==> src/rtl/core/sdcal_pkg.sv <==
// Shared widths, calendar constants and the month table for the serial date converter.
package sdcal_pkg;

    localparam int FRACTION_BITS_DEF = 24;

    localparam int MAG_W  = 48;
    localparam int DAY_W  = 22;
    localparam int SEC_W  = 17;
    localparam int MIN_W  = 11;
    localparam int YBLK_W = 16;

    localparam logic [DAY_W-1:0] MAX_DAYS      = 22'd2958465;
    localparam logic [DAY_W-1:0] MIN_DAYS      = 22'd657434;
    localparam logic [DAY_W-1:0] DAYS_TO_EPOCH = 22'd693959;

    localparam int unsigned DAYS_400Y    = 146097;
    localparam int unsigned DAYS_100Y    = 36524;
    localparam int unsigned DAYS_4Y      = 1461;
    localparam int unsigned DAYS_1Y      = 365;
    localparam int unsigned DAYS_WEEK    = 7;
    localparam int unsigned SECS_PER_DAY = 86400;
    localparam int unsigned SECS_PER_MIN = 60;
    localparam int unsigned MINS_PER_HR  = 60;

    localparam int unsigned YEARS_400 = 400;
    localparam int unsigned YEARS_100 = 100;
    localparam int unsigned YEARS_4   = 4;

    localparam logic [8:0] LEAP_DAY_INDEX = 9'd59;
    localparam logic [3:0] MONTH_FEB      = 4'd2;
    localparam logic [4:0] LEAP_DAY_MDAY  = 5'd29;

    // Days before the start of each month in a common year.
    function automatic logic [8:0] cum_days(input logic [3:0] m);
        logic [8:0] d;
        case (m)
            4'd0:    d = 9'd0;
            4'd1:    d = 9'd31;
            4'd2:    d = 9'd59;
            4'd3:    d = 9'd90;
            4'd4:    d = 9'd120;
            4'd5:    d = 9'd151;
            4'd6:    d = 9'd181;
            4'd7:    d = 9'd212;
            4'd8:    d = 9'd243;
            4'd9:    d = 9'd273;
            4'd10:   d = 9'd304;
            4'd11:   d = 9'd334;
            4'd12:   d = 9'd365;
            default: d = 9'd0;
        endcase
        return d;
    endfunction

endpackage

==> src/rtl/core/serial_date_to_calendar_fields_core.sv <==
// Pipelined converter from a fixed-point serial date to calendar fields and time of day.
//
// The block takes one item in every clock cycle and never stalls: busy is held low, and each
// item accepted with start high gives exactly one result, shown with done high for one cycle
// once it has passed the ten register ranks of the pipeline. Every division by 400 years, a
// week, a minute, an hour or four years is a reciprocal multiplication followed, one rank
// later, by a single compare and subtract. The receiver must take every result in the cycle
// it appears. Inputs outside the supported day range give valid_res low and every field zero.
module serial_date_to_calendar_fields_core import sdcal_pkg::*; #(
    parameter int FRACTION_BITS = FRACTION_BITS_DEF
) (
    input  logic                    clk,
    input  logic                    rst_n,
    input  logic                    start,
    output logic                    busy,
    input  logic signed [MAG_W-1:0] serial_date,
    output logic                    done,
    output logic                    valid_res,
    output logic [13:0]             year,
    output logic [3:0]              month,
    output logic [4:0]              day_of_month,
    output logic [2:0]              weekday,
    output logic [8:0]              day_of_year,
    output logic [4:0]              hour,
    output logic [5:0]              minute,
    output logic [5:0]              second
);

    // The range limits are compared in a width that holds both the magnitude and the
    // largest limit shifted up by the fraction bits.
    localparam int CMP_W  = (DAY_W + FRACTION_BITS > MAG_W) ? DAY_W + FRACTION_BITS : MAG_W;
    localparam int PROD_W = FRACTION_BITS + SEC_W;

    localparam logic [CMP_W-1:0] HI_LIM = CMP_W'({MAX_DAYS, {FRACTION_BITS{1'b0}}});
    localparam logic [CMP_W-1:0] LO_LIM = CMP_W'({MIN_DAYS, {FRACTION_BITS{1'b0}}});

    // Half a second in fraction units, rounded to nearest.
    localparam longint unsigned HALF_UNITS =
        ((64'd1 << FRACTION_BITS) + 64'(SECS_PER_DAY)) / (64'(SECS_PER_DAY) * 64'd2);
    localparam logic [CMP_W:0] HALF_EXT = (CMP_W + 1)'(HALF_UNITS);

    // Reciprocals scaled by two to the power of the dividend width. The estimate they give
    // is at most one below the true quotient, so one correction step finishes the division.
    localparam logic [DAY_W-1:0]  RCP_400Y = DAY_W'((1 << DAY_W) / DAYS_400Y);
    localparam logic [DAY_W-1:0]  RCP_WEEK = DAY_W'((1 << DAY_W) / DAYS_WEEK);
    localparam logic [SEC_W-1:0]  RCP_SMIN = SEC_W'((1 << SEC_W) / SECS_PER_MIN);
    localparam logic [MIN_W-1:0]  RCP_MHR  = MIN_W'((1 << MIN_W) / MINS_PER_HR);
    localparam logic [YBLK_W-1:0] RCP_4Y   = YBLK_W'((1 << YBLK_W) / DAYS_4Y);

    // The receiver cannot stall, so the pipeline always advances.
    assign busy = 1'b0;

    // ------------------------------------------------------------------
    // Stage registers. Valid bits are reset; payload is not.
    // ------------------------------------------------------------------
    logic                     s1_v_reg, s2_v_reg, s3_v_reg, s4_v_reg, s5_v_reg;
    logic                     s6_v_reg, s7_v_reg, s8_v_reg, s9_v_reg, done_reg;

    logic                     s1_neg_reg, s1_neg_next;
    logic [MAG_W-1:0]         s1_mag_reg, s1_mag_next;

    logic                     s2_ok_reg, s2_ok_next;
    logic                     s2_neg_reg;
    logic [DAY_W-1:0]         s2_whole_reg, s2_whole_next;
    logic [FRACTION_BITS-1:0] s2_frac_reg, s2_frac_next;

    logic                     s3_ok_reg;
    logic [DAY_W-1:0]         s3_days_reg, s3_days_next;
    logic [PROD_W-1:0]        s3_sprod_reg, s3_sprod_next;

    logic                     s4_ok_reg;
    logic [DAY_W-1:0]         s4_days_reg;
    logic [DAY_W-1:0]         s4_q400e_reg, s4_q400e_next;
    logic [DAY_W-1:0]         s4_q7e_reg, s4_q7e_next;
    logic [SEC_W-1:0]         s4_secs_reg, s4_secs_next;
    logic [SEC_W-1:0]         s4_qs60e_reg, s4_qs60e_next;

    logic                     s5_ok_reg;
    logic [4:0]               s5_n400_reg, s5_n400_next;
    logic [17:0]              s5_r400_reg, s5_r400_next;
    logic [2:0]               s5_wday_reg, s5_wday_next;
    logic [MIN_W-1:0]         s5_mins_reg, s5_mins_next;
    logic [5:0]               s5_sec_reg, s5_sec_next;

    logic                     s6_ok_reg;
    logic [4:0]               s6_n400_reg;
    logic [1:0]               s6_cent_reg, s6_cent_next;
    logic [YBLK_W-1:0]        s6_y_reg, s6_y_next;
    logic [2:0]               s6_wday_reg;
    logic [MIN_W-1:0]         s6_mins_reg;
    logic [MIN_W-1:0]         s6_qhe_reg, s6_qhe_next;
    logic [5:0]               s6_sec_reg;

    logic                     s7_ok_reg;
    logic [4:0]               s7_n400_reg;
    logic [1:0]               s7_cent_reg;
    logic [YBLK_W-1:0]        s7_y_reg;
    logic [YBLK_W-1:0]        s7_q4e_reg, s7_q4e_next;
    logic [2:0]               s7_wday_reg;
    logic [4:0]               s7_hour_reg, s7_hour_next;
    logic [5:0]               s7_min_reg, s7_min_next;
    logic [5:0]               s7_sec_reg;

    logic                     s8_ok_reg;
    logic [4:0]               s8_n400_reg;
    logic [1:0]               s8_cent_reg;
    logic [4:0]               s8_n4_reg, s8_n4_next;
    logic [10:0]              s8_d4_reg, s8_d4_next;
    logic                     s8_leap4_reg, s8_leap4_next;
    logic [2:0]               s8_wday_reg;
    logic [4:0]               s8_hour_reg;
    logic [5:0]               s8_min_reg;
    logic [5:0]               s8_sec_reg;

    logic                     s9_ok_reg;
    logic [13:0]              s9_year_reg, s9_year_next;
    logic [8:0]               s9_d4_reg, s9_d4_next;
    logic                     s9_leap0_reg, s9_leap0_next;
    logic [8:0]               s9_yday_reg, s9_yday_next;
    logic [2:0]               s9_wday_reg;
    logic [4:0]               s9_hour_reg;
    logic [5:0]               s9_min_reg;
    logic [5:0]               s9_sec_reg;

    logic                     valid_res_reg;
    logic [13:0]              year_reg;
    logic [3:0]               month_reg, month_next;
    logic [4:0]               mday_reg, mday_next;
    logic [2:0]               wday_reg;
    logic [8:0]               yday_reg;
    logic [4:0]               hour_reg;
    logic [5:0]               minute_reg;
    logic [5:0]               second_reg;

    // ------------------------------------------------------------------
    // Stage 1: sign and magnitude of the input.
    // ------------------------------------------------------------------
    always_comb
    begin
        s1_neg_next = serial_date[MAG_W-1];
        s1_mag_next = s1_neg_next ? (~serial_date + MAG_W'(1)) : serial_date;
    end

    // ------------------------------------------------------------------
    // Stage 2: range check and rounding to the second. Both work on the
    // same magnitude in parallel. A magnitude past the limit for its sign
    // marks the item as out of range; its fields are cleared at the end.
    // ------------------------------------------------------------------
    logic [CMP_W-1:0] s2_mag_ext;
    logic [CMP_W:0]   s2_sum;

    always_comb
    begin
        s2_mag_ext    = CMP_W'(s1_mag_reg);
        s2_ok_next    = s1_neg_reg ? (s2_mag_ext <= LO_LIM) : (s2_mag_ext <= HI_LIM);
        s2_sum        = {1'b0, s2_mag_ext} + HALF_EXT;
        s2_whole_next = s2_sum[FRACTION_BITS +: DAY_W];
        s2_frac_next  = s2_sum[FRACTION_BITS-1:0];
    end

    // ------------------------------------------------------------------
    // Stage 3: absolute day count from the epoch offset, and the fraction
    // scaled to seconds. A negative date counts back from the epoch while
    // its fraction is still read forward as the time of day.
    // ------------------------------------------------------------------
    always_comb
    begin
        s3_days_next  = s2_neg_reg ? (DAYS_TO_EPOCH - s2_whole_reg)
                                   : (DAYS_TO_EPOCH + s2_whole_reg);
        s3_sprod_next = PROD_W'(s2_frac_reg) * PROD_W'(SECS_PER_DAY);
    end

    // ------------------------------------------------------------------
    // Stage 4: quotient estimates for the 400-year split, the weekday and
    // the minutes of the day.
    // ------------------------------------------------------------------
    logic [2*DAY_W-1:0] s4_p400, s4_p7;
    logic [2*SEC_W-1:0] s4_ps60;
    logic [DAY_W-1:0]   s4_x7;

    always_comb
    begin
        s4_x7         = s3_days_reg - DAY_W'(1);
        s4_secs_next  = s3_sprod_reg[FRACTION_BITS +: SEC_W];
        s4_p400       = (2*DAY_W)'(s3_days_reg) * (2*DAY_W)'(RCP_400Y);
        s4_p7         = (2*DAY_W)'(s4_x7) * (2*DAY_W)'(RCP_WEEK);
        s4_ps60       = (2*SEC_W)'(s4_secs_next) * (2*SEC_W)'(RCP_SMIN);
        s4_q400e_next = s4_p400[2*DAY_W-1:DAY_W];
        s4_q7e_next   = s4_p7[2*DAY_W-1:DAY_W];
        s4_qs60e_next = s4_ps60[2*SEC_W-1:SEC_W];
    end

    // ------------------------------------------------------------------
    // Stage 5: correction steps. Each remainder is below twice its divisor.
    // ------------------------------------------------------------------
    logic [DAY_W-1:0] s5_r400e, s5_r400c, s5_x7, s5_r7e, s5_r7c;
    logic [SEC_W-1:0] s5_rs60e, s5_rs60c, s5_mins_full;
    logic [DAY_W-1:0] s5_n400_full;

    always_comb
    begin
        s5_r400e = s4_days_reg - (s4_q400e_reg * DAY_W'(DAYS_400Y));
        if (s5_r400e >= DAY_W'(DAYS_400Y))
        begin
            s5_r400c     = s5_r400e - DAY_W'(DAYS_400Y);
            s5_n400_full = s4_q400e_reg + DAY_W'(1);
        end
        else
        begin
            s5_r400c     = s5_r400e;
            s5_n400_full = s4_q400e_reg;
        end
        s5_n400_next = s5_n400_full[4:0];
        s5_r400_next = s5_r400c[17:0];

        s5_x7  = s4_days_reg - DAY_W'(1);
        s5_r7e = s5_x7 - (s4_q7e_reg * DAY_W'(DAYS_WEEK));
        s5_r7c = (s5_r7e >= DAY_W'(DAYS_WEEK)) ? (s5_r7e - DAY_W'(DAYS_WEEK)) : s5_r7e;
        s5_wday_next = s5_r7c[2:0] + 3'd1;

        s5_rs60e = s4_secs_reg - (s4_qs60e_reg * SEC_W'(SECS_PER_MIN));
        if (s5_rs60e >= SEC_W'(SECS_PER_MIN))
        begin
            s5_rs60c     = s5_rs60e - SEC_W'(SECS_PER_MIN);
            s5_mins_full = s4_qs60e_reg + SEC_W'(1);
        end
        else
        begin
            s5_rs60c     = s5_rs60e;
            s5_mins_full = s4_qs60e_reg;
        end
        s5_mins_next = s5_mins_full[MIN_W-1:0];
        s5_sec_next  = s5_rs60c[5:0];
    end

    // ------------------------------------------------------------------
    // Stage 6: century within the 400-year block. A zero day falls in the
    // first century. The day within the block that the 4-year split works
    // on comes either straight from the 400-year remainder or from the day
    // within the century plus one; both stay below 16 bits.
    // ------------------------------------------------------------------
    logic [17:0]        s6_rm1, s6_dc_full;
    logic [YBLK_W-1:0]  s6_dc;
    logic [2*MIN_W-1:0] s6_ph;

    always_comb
    begin
        s6_rm1 = s5_r400_reg - 18'd1;
        if (s5_r400_reg == 18'd0)
            s6_cent_next = 2'd0;
        else if (s6_rm1 >= 18'(3 * DAYS_100Y))
            s6_cent_next = 2'd3;
        else if (s6_rm1 >= 18'(2 * DAYS_100Y))
            s6_cent_next = 2'd2;
        else if (s6_rm1 >= 18'(DAYS_100Y))
            s6_cent_next = 2'd1;
        else
            s6_cent_next = 2'd0;
        s6_dc_full = s6_rm1 - (18'(s6_cent_next) * 18'(DAYS_100Y));
        s6_dc      = s6_dc_full[YBLK_W-1:0];
        s6_y_next  = (s6_cent_next == 2'd0) ? s5_r400_reg[YBLK_W-1:0] : (s6_dc + YBLK_W'(1));

        s6_ph       = (2*MIN_W)'(s5_mins_reg) * (2*MIN_W)'(RCP_MHR);
        s6_qhe_next = s6_ph[2*MIN_W-1:MIN_W];
    end

    // ------------------------------------------------------------------
    // Stage 7: estimate of the 4-year block, and hour and minute.
    // ------------------------------------------------------------------
    logic [2*YBLK_W-1:0] s7_p4;
    logic [MIN_W-1:0]    s7_rhe, s7_rhc, s7_hour_full;

    always_comb
    begin
        s7_p4       = (2*YBLK_W)'(s6_y_reg) * (2*YBLK_W)'(RCP_4Y);
        s7_q4e_next = s7_p4[2*YBLK_W-1:YBLK_W];

        s7_rhe = s6_mins_reg - (s6_qhe_reg * MIN_W'(MINS_PER_HR));
        if (s7_rhe >= MIN_W'(MINS_PER_HR))
        begin
            s7_rhc       = s7_rhe - MIN_W'(MINS_PER_HR);
            s7_hour_full = s6_qhe_reg + MIN_W'(1);
        end
        else
        begin
            s7_rhc       = s7_rhe;
            s7_hour_full = s6_qhe_reg;
        end
        s7_hour_next = s7_hour_full[4:0];
        s7_min_next  = s7_rhc[5:0];
    end

    // ------------------------------------------------------------------
    // Stage 8: 4-year block and day within it. The first 4-year block of a
    // century other than the first has no leap day; there the day is the
    // day within the century itself.
    // ------------------------------------------------------------------
    logic [YBLK_W-1:0] s8_r4e, s8_r4c, s8_n4_full;

    always_comb
    begin
        s8_r4e = s7_y_reg - (s7_q4e_reg * YBLK_W'(DAYS_4Y));
        if (s8_r4e >= YBLK_W'(DAYS_4Y))
        begin
            s8_r4c     = s8_r4e - YBLK_W'(DAYS_4Y);
            s8_n4_full = s7_q4e_reg + YBLK_W'(1);
        end
        else
        begin
            s8_r4c     = s8_r4e;
            s8_n4_full = s7_q4e_reg;
        end
        s8_n4_next    = s8_n4_full[4:0];
        s8_leap4_next = !((s7_cent_reg != 2'd0) && (s8_n4_next == 5'd0));
        s8_d4_next    = s8_leap4_next ? s8_r4c[10:0] : (s8_r4c[10:0] - 11'd1);
    end

    // ------------------------------------------------------------------
    // Stage 9: year within the 4-year block, day of year and full year.
    // In a block with a leap year the first year is 366 days long; a zero
    // day stays in that year.
    // ------------------------------------------------------------------
    logic [10:0] s9_z, s9_rem_full;
    logic [1:0]  s9_yrc, s9_yr;
    logic [8:0]  s9_rem;

    always_comb
    begin
        s9_z = s8_leap4_reg ? (s8_d4_reg - 11'd1) : s8_d4_reg;
        if (s9_z >= 11'(3 * DAYS_1Y))
            s9_yrc = 2'd3;
        else if (s9_z >= 11'(2 * DAYS_1Y))
            s9_yrc = 2'd2;
        else if (s9_z >= 11'(DAYS_1Y))
            s9_yrc = 2'd1;
        else
            s9_yrc = 2'd0;
        s9_rem_full = s9_z - (11'(s9_yrc) * 11'(DAYS_1Y));
        s9_rem      = s9_rem_full[8:0];

        if (s8_leap4_reg && (s8_d4_reg == 11'd0))
        begin
            s9_yr      = 2'd0;
            s9_d4_next = 9'd0;
        end
        else if (s8_leap4_reg && (s9_yrc == 2'd0))
        begin
            s9_yr      = 2'd0;
            s9_d4_next = s8_d4_reg[8:0];
        end
        else
        begin
            s9_yr      = s9_yrc;
            s9_d4_next = s9_rem;
        end

        s9_leap0_next = s8_leap4_reg && (s9_yr == 2'd0);
        s9_yday_next  = s9_d4_next + 9'd1;
        s9_year_next  = (14'(s8_n400_reg) * 14'(YEARS_400))
                      + (14'(s8_cent_reg) * 14'(YEARS_100))
                      + (14'(s8_n4_reg) * 14'(YEARS_4))
                      + 14'(s9_yr);
    end

    // ------------------------------------------------------------------
    // Stage 10: month and day of month. February 29 is taken directly;
    // later days of a leap year are moved back one so the common-year table
    // serves. The month is one more than the number of month ends that the
    // one-based day lies beyond.
    // ------------------------------------------------------------------
    logic [8:0] s10_dm, s10_dm1, s10_mday_full;
    logic [3:0] s10_cnt;

    always_comb
    begin
        s10_dm  = (s9_leap0_reg && (s9_d4_reg > LEAP_DAY_INDEX)) ? (s9_d4_reg - 9'd1)
                                                                 : s9_d4_reg;
        s10_dm1 = s10_dm + 9'd1;
        s10_cnt = 4'd0;
        for (int m = 1; m < 12; m++)
        begin
            if (s10_dm1 > cum_days(4'(m)))
                s10_cnt = s10_cnt + 4'd1;
        end
        s10_mday_full = s10_dm1 - cum_days(s10_cnt);

        if (s9_leap0_reg && (s9_d4_reg == LEAP_DAY_INDEX))
        begin
            month_next = MONTH_FEB;
            mday_next  = LEAP_DAY_MDAY;
        end
        else
        begin
            month_next = s10_cnt + 4'd1;
            mday_next  = s10_mday_full[4:0];
        end
    end

    // ------------------------------------------------------------------
    // Valid bits.
    // ------------------------------------------------------------------
    always_ff @(posedge clk or negedge rst_n)
    begin
        if (!rst_n)
        begin
            s1_v_reg <= 1'b0;
            s2_v_reg <= 1'b0;
            s3_v_reg <= 1'b0;
            s4_v_reg <= 1'b0;
            s5_v_reg <= 1'b0;
            s6_v_reg <= 1'b0;
            s7_v_reg <= 1'b0;
            s8_v_reg <= 1'b0;
            s9_v_reg <= 1'b0;
            done_reg <= 1'b0;
        end
        else
        begin
            s1_v_reg <= start && !busy;
            s2_v_reg <= s1_v_reg;
            s3_v_reg <= s2_v_reg;
            s4_v_reg <= s3_v_reg;
            s5_v_reg <= s4_v_reg;
            s6_v_reg <= s5_v_reg;
            s7_v_reg <= s6_v_reg;
            s8_v_reg <= s7_v_reg;
            s9_v_reg <= s8_v_reg;
            done_reg <= s9_v_reg;
        end
    end

    // ------------------------------------------------------------------
    // Payload registers. They move every cycle; a rank whose valid bit is
    // low simply carries data that nobody looks at.
    // ------------------------------------------------------------------
    always_ff @(posedge clk)
    begin
        s1_neg_reg    <= s1_neg_next;
        s1_mag_reg    <= s1_mag_next;

        s2_ok_reg     <= s2_ok_next;
        s2_neg_reg    <= s1_neg_reg;
        s2_whole_reg  <= s2_whole_next;
        s2_frac_reg   <= s2_frac_next;

        s3_ok_reg     <= s2_ok_reg;
        s3_days_reg   <= s3_days_next;
        s3_sprod_reg  <= s3_sprod_next;

        s4_ok_reg     <= s3_ok_reg;
        s4_days_reg   <= s3_days_reg;
        s4_q400e_reg  <= s4_q400e_next;
        s4_q7e_reg    <= s4_q7e_next;
        s4_secs_reg   <= s4_secs_next;
        s4_qs60e_reg  <= s4_qs60e_next;

        s5_ok_reg     <= s4_ok_reg;
        s5_n400_reg   <= s5_n400_next;
        s5_r400_reg   <= s5_r400_next;
        s5_wday_reg   <= s5_wday_next;
        s5_mins_reg   <= s5_mins_next;
        s5_sec_reg    <= s5_sec_next;

        s6_ok_reg     <= s5_ok_reg;
        s6_n400_reg   <= s5_n400_reg;
        s6_cent_reg   <= s6_cent_next;
        s6_y_reg      <= s6_y_next;
        s6_wday_reg   <= s5_wday_reg;
        s6_mins_reg   <= s5_mins_reg;
        s6_qhe_reg    <= s6_qhe_next;
        s6_sec_reg    <= s5_sec_reg;

        s7_ok_reg     <= s6_ok_reg;
        s7_n400_reg   <= s6_n400_reg;
        s7_cent_reg   <= s6_cent_reg;
        s7_y_reg      <= s6_y_reg;
        s7_q4e_reg    <= s7_q4e_next;
        s7_wday_reg   <= s6_wday_reg;
        s7_hour_reg   <= s7_hour_next;
        s7_min_reg    <= s7_min_next;
        s7_sec_reg    <= s6_sec_reg;

        s8_ok_reg     <= s7_ok_reg;
        s8_n400_reg   <= s7_n400_reg;
        s8_cent_reg   <= s7_cent_reg;
        s8_n4_reg     <= s8_n4_next;
        s8_d4_reg     <= s8_d4_next;
        s8_leap4_reg  <= s8_leap4_next;
        s8_wday_reg   <= s7_wday_reg;
        s8_hour_reg   <= s7_hour_reg;
        s8_min_reg    <= s7_min_reg;
        s8_sec_reg    <= s7_sec_reg;

        s9_ok_reg     <= s8_ok_reg;
        s9_year_reg   <= s9_year_next;
        s9_d4_reg     <= s9_d4_next;
        s9_leap0_reg  <= s9_leap0_next;
        s9_yday_reg   <= s9_yday_next;
        s9_wday_reg   <= s8_wday_reg;
        s9_hour_reg   <= s8_hour_reg;
        s9_min_reg    <= s8_min_reg;
        s9_sec_reg    <= s8_sec_reg;

        // An out-of-range item leaves with every field cleared.
        valid_res_reg <= s9_ok_reg;
        year_reg      <= s9_ok_reg ? s9_year_reg : 14'd0;
        month_reg     <= s9_ok_reg ? month_next  : 4'd0;
        mday_reg      <= s9_ok_reg ? mday_next   : 5'd0;
        wday_reg      <= s9_ok_reg ? s9_wday_reg : 3'd0;
        yday_reg      <= s9_ok_reg ? s9_yday_reg : 9'd0;
        hour_reg      <= s9_ok_reg ? s9_hour_reg : 5'd0;
        minute_reg    <= s9_ok_reg ? s9_min_reg  : 6'd0;
        second_reg    <= s9_ok_reg ? s9_sec_reg  : 6'd0;
    end

    assign done         = done_reg;
    assign valid_res    = valid_res_reg;
    assign year         = year_reg;
    assign month        = month_reg;
    assign day_of_month = mday_reg;
    assign weekday      = wday_reg;
    assign day_of_year  = yday_reg;
    assign hour         = hour_reg;
    assign minute       = minute_reg;
    assign second       = second_reg;

endmodule

==> config.mk <==
export PLATFORM = sky130hd
export DESIGN_NAME = serial_date_to_calendar_fields_core
export DESIGN_NICKNAME = d
export VERILOG_FILES = /design/src/rtl/core/sdcal_pkg.sv /design/src/rtl/core/serial_date_to_calendar_fields_core.sv
export SDC_FILE = /design/constraint.sdc
export NUM_CORES = 2
export LEC_CHECK = 0
export BUFFER_PORTS_ARGS = -buffer_cell sky130_fd_sc_hd__buf_2
export CORE_MARGIN = 2
export CORE_UTILIZATION = 45
export CTS_CLUSTER_DIAMETER = 40
export DETAILED_ROUTE_END_ITERATION = 10
export GPL_TIMING_DRIVEN = 0
export PLACE_DENSITY = 0.71
export SETUP_SLACK_MARGIN = 0.5
export SYNTH_ARGS = -nofsm -noshare
export SYNTH_HDL_FRONTEND = slang
export SYNTH_SLANG_ARGS = --single-unit
==> constraint.sdc <==
create_clock -name clk -period 18 [get_ports clk]
set_input_delay 3.6 -clock clk [delete_from_list [all_inputs] [get_ports clk]]
set_output_delay 3.6 -clock clk [all_outputs]
set_load 0.02 [all_outputs]
Word level (Yosys, flattened, before mapping)
Memories as Yosys holds them, arrays and structs flattened.
Index checks and enable logic that the tools add are counted.
Word-level totals
  register bits after elaboration: 537
  memory bits (read-only): 144
  bits of input ports: 51
  logic and storage cells: 223
  memories: 1
Memories
  (no name shown): depth 16, bits a word 9, rd ports 1, clocked after Yosys merged registers in 0, write ports 0, RTL line sdcal_pkg.sv:36  | case (m)
Operators by class
  add/subtract/negate cells: 45
  multiply operators: 15
  $lt $le $gt $ge: 25
  eq/ne operators: 1
  muxes and demuxes: 40
  bitwise operators: 2
  reduce and logical (&&, ||, !) cells: 15
Operator list (count)
  adder 48 x 2 -> 48 bit, second input constant: 1
  less-or-equal comparator 48 x 44 -> 1 bit, second input constant: 1
  less-or-equal comparator 48 x 46 -> 1 bit, second input constant: 1
  NOT 48 bit: 1
  2-to-1 mux 47 bit: 1
  adder 46 x 7 -> 46 bit, second input constant: 1
  adder 4 x 1 -> 4 bit, second input constant: 11
  2-to-1 mux 11 bit: 4
  subtractor 22 x 1 -> 22 bit, second input constant: 2
  subtractor 22 bit: 2
  multiplier 22 x 19 -> 41 bit, second input constant: 1
  2-to-1 mux 4 bit: 10
  >= comparator 18 x 17 -> 1 bit, second input constant: 2
  greater-than comparator 9 x 8 -> 1 bit, second input constant: 4
  multiplier 24 x 10 -> 34 bit, second input constant: 1
  subtractor 16 bit: 2
  greater-than comparator 9 bit, second input constant: 3
  2-to-1 mux 9 bit: 3
  multiplier 17 x 9 -> 26 bit, second input constant: 1
  multiplier 22 x 3 -> 25 bit, second input constant: 1
  adder 20 x 22 -> 22 bit, first input constant: 1
  >= comparator 22 x 18 -> 1 bit, second input constant: 1
  >= comparator 22 x 3 -> 1 bit, second input constant: 1
  multiplier 20 x 3 -> 22 bit, second input constant: 1
  other kinds (58): 86

Longest topological paths before layout
An unclocked memory read counts as a cell.
  depth in word-level cells: 29
  mapped depth: 56

Worst setup path after synthesis
Ideal clock, no wire load.
  path kind: register to register
  start: reg s9_d4_reg[7]
  end: reg mday_reg[4] (netlist: day_of_month[4])
  data arrival time: 9.956 ns
  setup slack: 7.886 ns
  cell stages (with the launch flop): 53
  period minus slack after synthesis: 10.114 ns
  path through: dfxtp_1 or3_1 clkbuf_1 o311ai_1 ha_1 and3_1 a32o_1 buf_4 o21ai_0 nor3_1 xnor2_1 nor2_1 o31a_1 inv_1 ha_1 and4_1 or2_2 ha_1 [... 17 more ...] ha_1 nor2_1 a211oi_1 ha_1 mux2i_1 inv_1 ha_1 nor2_1 a21oi_1 ha_1 inv_1 fa_1 a21o_1 a21oi_1 xnor2_1 nand2_1 mux2i_1 a32oi_1
Between the ends
  word-level cells in the longest chain between the ends: 29
RTL lines
  start, declared: RTL line serial_date_to_calendar_fields_core.sv:117  | logic [8:0] s9_d4_reg, s9_d4_next;
  start signal, assigned: RTL line serial_date_to_calendar_fields_core.sv:496  | s9_d4_reg <= s9_d4_next;
  greater-than comparator 9 x 6 -> 1 bit: RTL line serial_date_to_calendar_fields_core.sv:376  | s10_dm = (s9_leap0_reg && (s9_d4_reg > LEAP_DAY_INDEX)) ? (s9_d4_reg - 9'd1)
  logical AND 1 bit: RTL line serial_date_to_calendar_fields_core.sv:376
  2-to-1 mux 9 bit: RTL line serial_date_to_calendar_fields_core.sv:376
  adder 9 x 1 -> 9 bit: RTL line serial_date_to_calendar_fields_core.sv:378  | s10_dm1 = s10_dm + 9'd1;
  greater-than comparator 9 x 5 -> 1 bit: RTL line serial_date_to_calendar_fields_core.sv:382  | if (s10_dm1 > cum_days(4'(m)))
  2-to-1 mux 1 bit: RTL line serial_date_to_calendar_fields_core.sv:382
  adder 4 x 1 -> 4 bit: RTL line serial_date_to_calendar_fields_core.sv:383  | s10_cnt = s10_cnt + 4'd1;
  2-to-1 mux 4 bit: RTL line serial_date_to_calendar_fields_core.sv:382
  [... 13 more ...]
  2-to-1 mux 4 bit: RTL line serial_date_to_calendar_fields_core.sv:382
  adder 4 x 1 -> 4 bit: RTL line serial_date_to_calendar_fields_core.sv:383
  2-to-1 mux 4 bit: RTL line serial_date_to_calendar_fields_core.sv:382
  adder 4 x 1 -> 4 bit: RTL line serial_date_to_calendar_fields_core.sv:383
  2-to-1 mux 4 bit: RTL line serial_date_to_calendar_fields_core.sv:382
  memory (16 x 9 bit)
  subtractor 5 bit: RTL line serial_date_to_calendar_fields_core.sv:385  | s10_mday_full = s10_dm1 - cum_days(s10_cnt);
  2-to-1 mux 5 bit *: RTL line serial_date_to_calendar_fields_core.sv:387  | if (s9_leap0_reg && (s9_d4_reg == LEAP_DAY_INDEX))
  end signal, assigned: RTL line serial_date_to_calendar_fields_core.sv:508  | mday_reg <= s9_ok_reg ? mday_next : 5'd0;
  end, declared: RTL line serial_date_to_calendar_fields_core.sv:128  | logic [4:0] mday_reg, mday_next;
Every way passes the cells marked *; elsewhere a longest branch is shown, timed or not.
A chain may end at the register's enable or synchronous reset.

Worst setup path in the final report
  start: reg s9_d4_reg[1]
  end: reg mday_reg[4] (netlist: day_of_month[4])
Same word-level chain as after synthesis.

==> results.ini <==
[status]
outcome = completed

[clock_tree]
ctsHoldBuffers = 0
root_buffer = clkbuf_16
clk_pin_slew_worst_paths_ns = 0.06
worst_skew_pair.late_latency_ns = 0.61
cts_buffers = 75
cts_setup_buffers = 0
cts_tree = yes
cts.sink_count = 520
ctsResizeCount = 0
h-tree-depth = 3
ctsLongestPathBuffers = 3

[grt]
grt_start_max_net_pins = 16
grt_pass1_vias = 28600
grt_usage_pct = 17.4
grt_busiest_layer = met2
grtUsageMet2_pct = 31.2
overflow = 0
grt_first_pass_wirelength_um = 133000
met3_usage_pct = 2.32
grt_use_met1_pct = 21.5
antenna_found_initial = 1

[logic_synthesis]
synthCells = 4244
synth-main-ff-cell = dfxtp_1
synth_commonest_cells = inv_1, ha_1, dfxtp_1, xnor2_1, fa_1
yosys-mux-area-fraction_pct = 0.716
synth_area_sq_mm = 0.0404
synth_edf_count = 0
synth_top_family_by_area = adder cells
synth_xor_area_share_pct = 9.05
synth.most_common_cell = inv_1
synth_top_area_cell = dfxtp_1
synth_top_area_share_pct = 25.3
synth-async-reset-ratio_pct = 1.92
synth_compound_gate_area_share_pct = 10.5
yosysSeqAreaShare_pct = 25.9
ys_warn_count = 0
syn_nets = 5261
synth-seq-cells = 520
postSynthAreaPerCell_sq_um = 9.51
synth.area.top_cells = dfxtp_1, ha_1, fa_1, inv_1, xnor2_1
synthAdderAreaFrac_pct = 35.5
synthSimpleGateAreaFrac_pct = 10.9
ys_types = 96

[setup_path]
rr_startpoint = s9_d4_reg[1]
path_depth = 51
critical_path.top_delay_family = adder cells
reg2reg_slack_ns = 6.28
cp_max_fo = 10
endpoint = day_of_month[4]
path_class = reg -> reg
cp_slowest_stage_delay_ns = 0.86
arrival_ns = 12.16
slowest_stage = o311ai_1
r2r_end = day_of_month[4]
cp-startpoint = s9_d4_reg[1]
reg2reg_depth = 51
setup.worst_path.end_class = register
crit_path_start_kind = register
cp_common_cell = ha_1
cp.required_ns = 18.45
crit_buf_inv = 8

[placement]
gp_congestion = 0.906
hpwlAfterDp_um = 63800
portBuffers = 104

[cells_and_area]
area_growth_pct = 11.1
largest_register_ffs = 48
final_nets = 5444
antenna_cells = 0
drive_gt1_share_pct = 6.66

[timing]
maxSlewHeadroom_pct = 29.6
final-setup-viol-count = 0
hold_violations = 0
setup-tns-final_ns = 0
skew_ns = 0.0274
finalCritPeriodShare_pct = 65.1
fmax_mhz = 85.4
tightest_slew_ns = 1.04
layout_min_cycle_time_ns = 11.72
rsz0062_at_grt = no
slew_violations = 0

[detailed_routing]
firstDrtPassIters = 7
drt-initial-drc-count = 1097
vias_per_cell = 4.96
routedWlPerCell_um = 13.7
routed_wl_um = 77300
vias = 28000
drcViolationCount = 0
ant_nets = 0

[flow_run]
maxCapViolations = 0

[die]
io_pins = 106
die_h_um = 303
fp.coreArea_sq_mm = 0.0886
die_area_sq_mm = 0.0921
start_util_pct = 45.5
placementRows = 109
die_w_um = 303

[min_path]
min_path_type = reg -> reg

==> logic make-up after synthesis <==
family	after synthesis
xor+xnor	410
buf+inv	790
flops	520
mux	28
compound gates	648
fa+ha+maj	966
simple gates	881
other cells	1
==> metal layers <==
metal,wire [um],share of wire [%]
met1,34700,45
met2,37900,49
met3,2620,3.4
met4,2110,2.7
met5,0,0
==> through the flow <==
stage                     setup slack [ns]  hold WS, ns  cells  area (sq um)  util (%)
after global routing                  5.24        0.326   5652         44800      50.6
after floorplan                       7.89        0.310   4244         40400         -
after global placement                6.63        0.310   5513         42300      47.8
final                                 6.28        0.322   5652         44800      50.6
after CTS                             6.30        0.321   5651         44800      50.6
after detailed placement              6.40        0.312   5514         42400      47.8
==> layout make-up <==
class	count	area (sq um)
multi-input cells	2934	26900
well taps	1165	1460
fillers	8102	43800
flip-flops and latches	520	10500
inverters	745	2800
clock buffers	87	2000
repair buffers	106	531
clock inverters	50	473
plain buffers	45	206
==> placed cells by master (no fill, tap or decap), types with 60 or more instances in the layout <==
cell       count
inv_1        745
ha_1         667
dfxtp_1      510
xnor2_1      302
fa_1         299
nor2_1       222
nand2_1      201
o21ai_0      158
a21oi_1      153
buf_2        110
xor2_1       103
nor3_1        80
clkbuf_16     75
nand3_1       70
and2_1        62
a21o_1        60
==> worst min path at each step <==
| stage | from | endpoint | depth (start not counted) |
|---|---|---|---|
| detailed placement | s7_n400_reg[0] | s8_n400_reg[0] | 0 |
| CTS | s6_wday_reg[0] | s7_wday_reg[0] | 0 |
| global route | s5_wday_reg[1] | s6_wday_reg[1] | 0 |
| global placement | s7_min_reg[5] | s8_min_reg[5] | 0 |
| floorplan | s2_ok_reg | s3_ok_reg | 0 |
| finish | s6_wday_reg[0] | s7_wday_reg[0] | 0 |
==> worst reg2reg max path, delay by kind of cell, from the launching register on <==
kind | cells | cell delay [ns]
buffers and inverters | 8 | 0.83
AO/OA/AOI/OAI | 15 | 3.67
AND/OR/NAND/NOR | 10 | 1.21
adder cells (fa/ha/maj) | 13 | 3.93
flip-flops | 1 | 0.48
XOR/XNOR | 3 | 0.86
multiplexers | 2 | 0.55
Power is not shown: default switching activity piles up to over one toggle a cycle in this logic, so the estimate is an artifact.
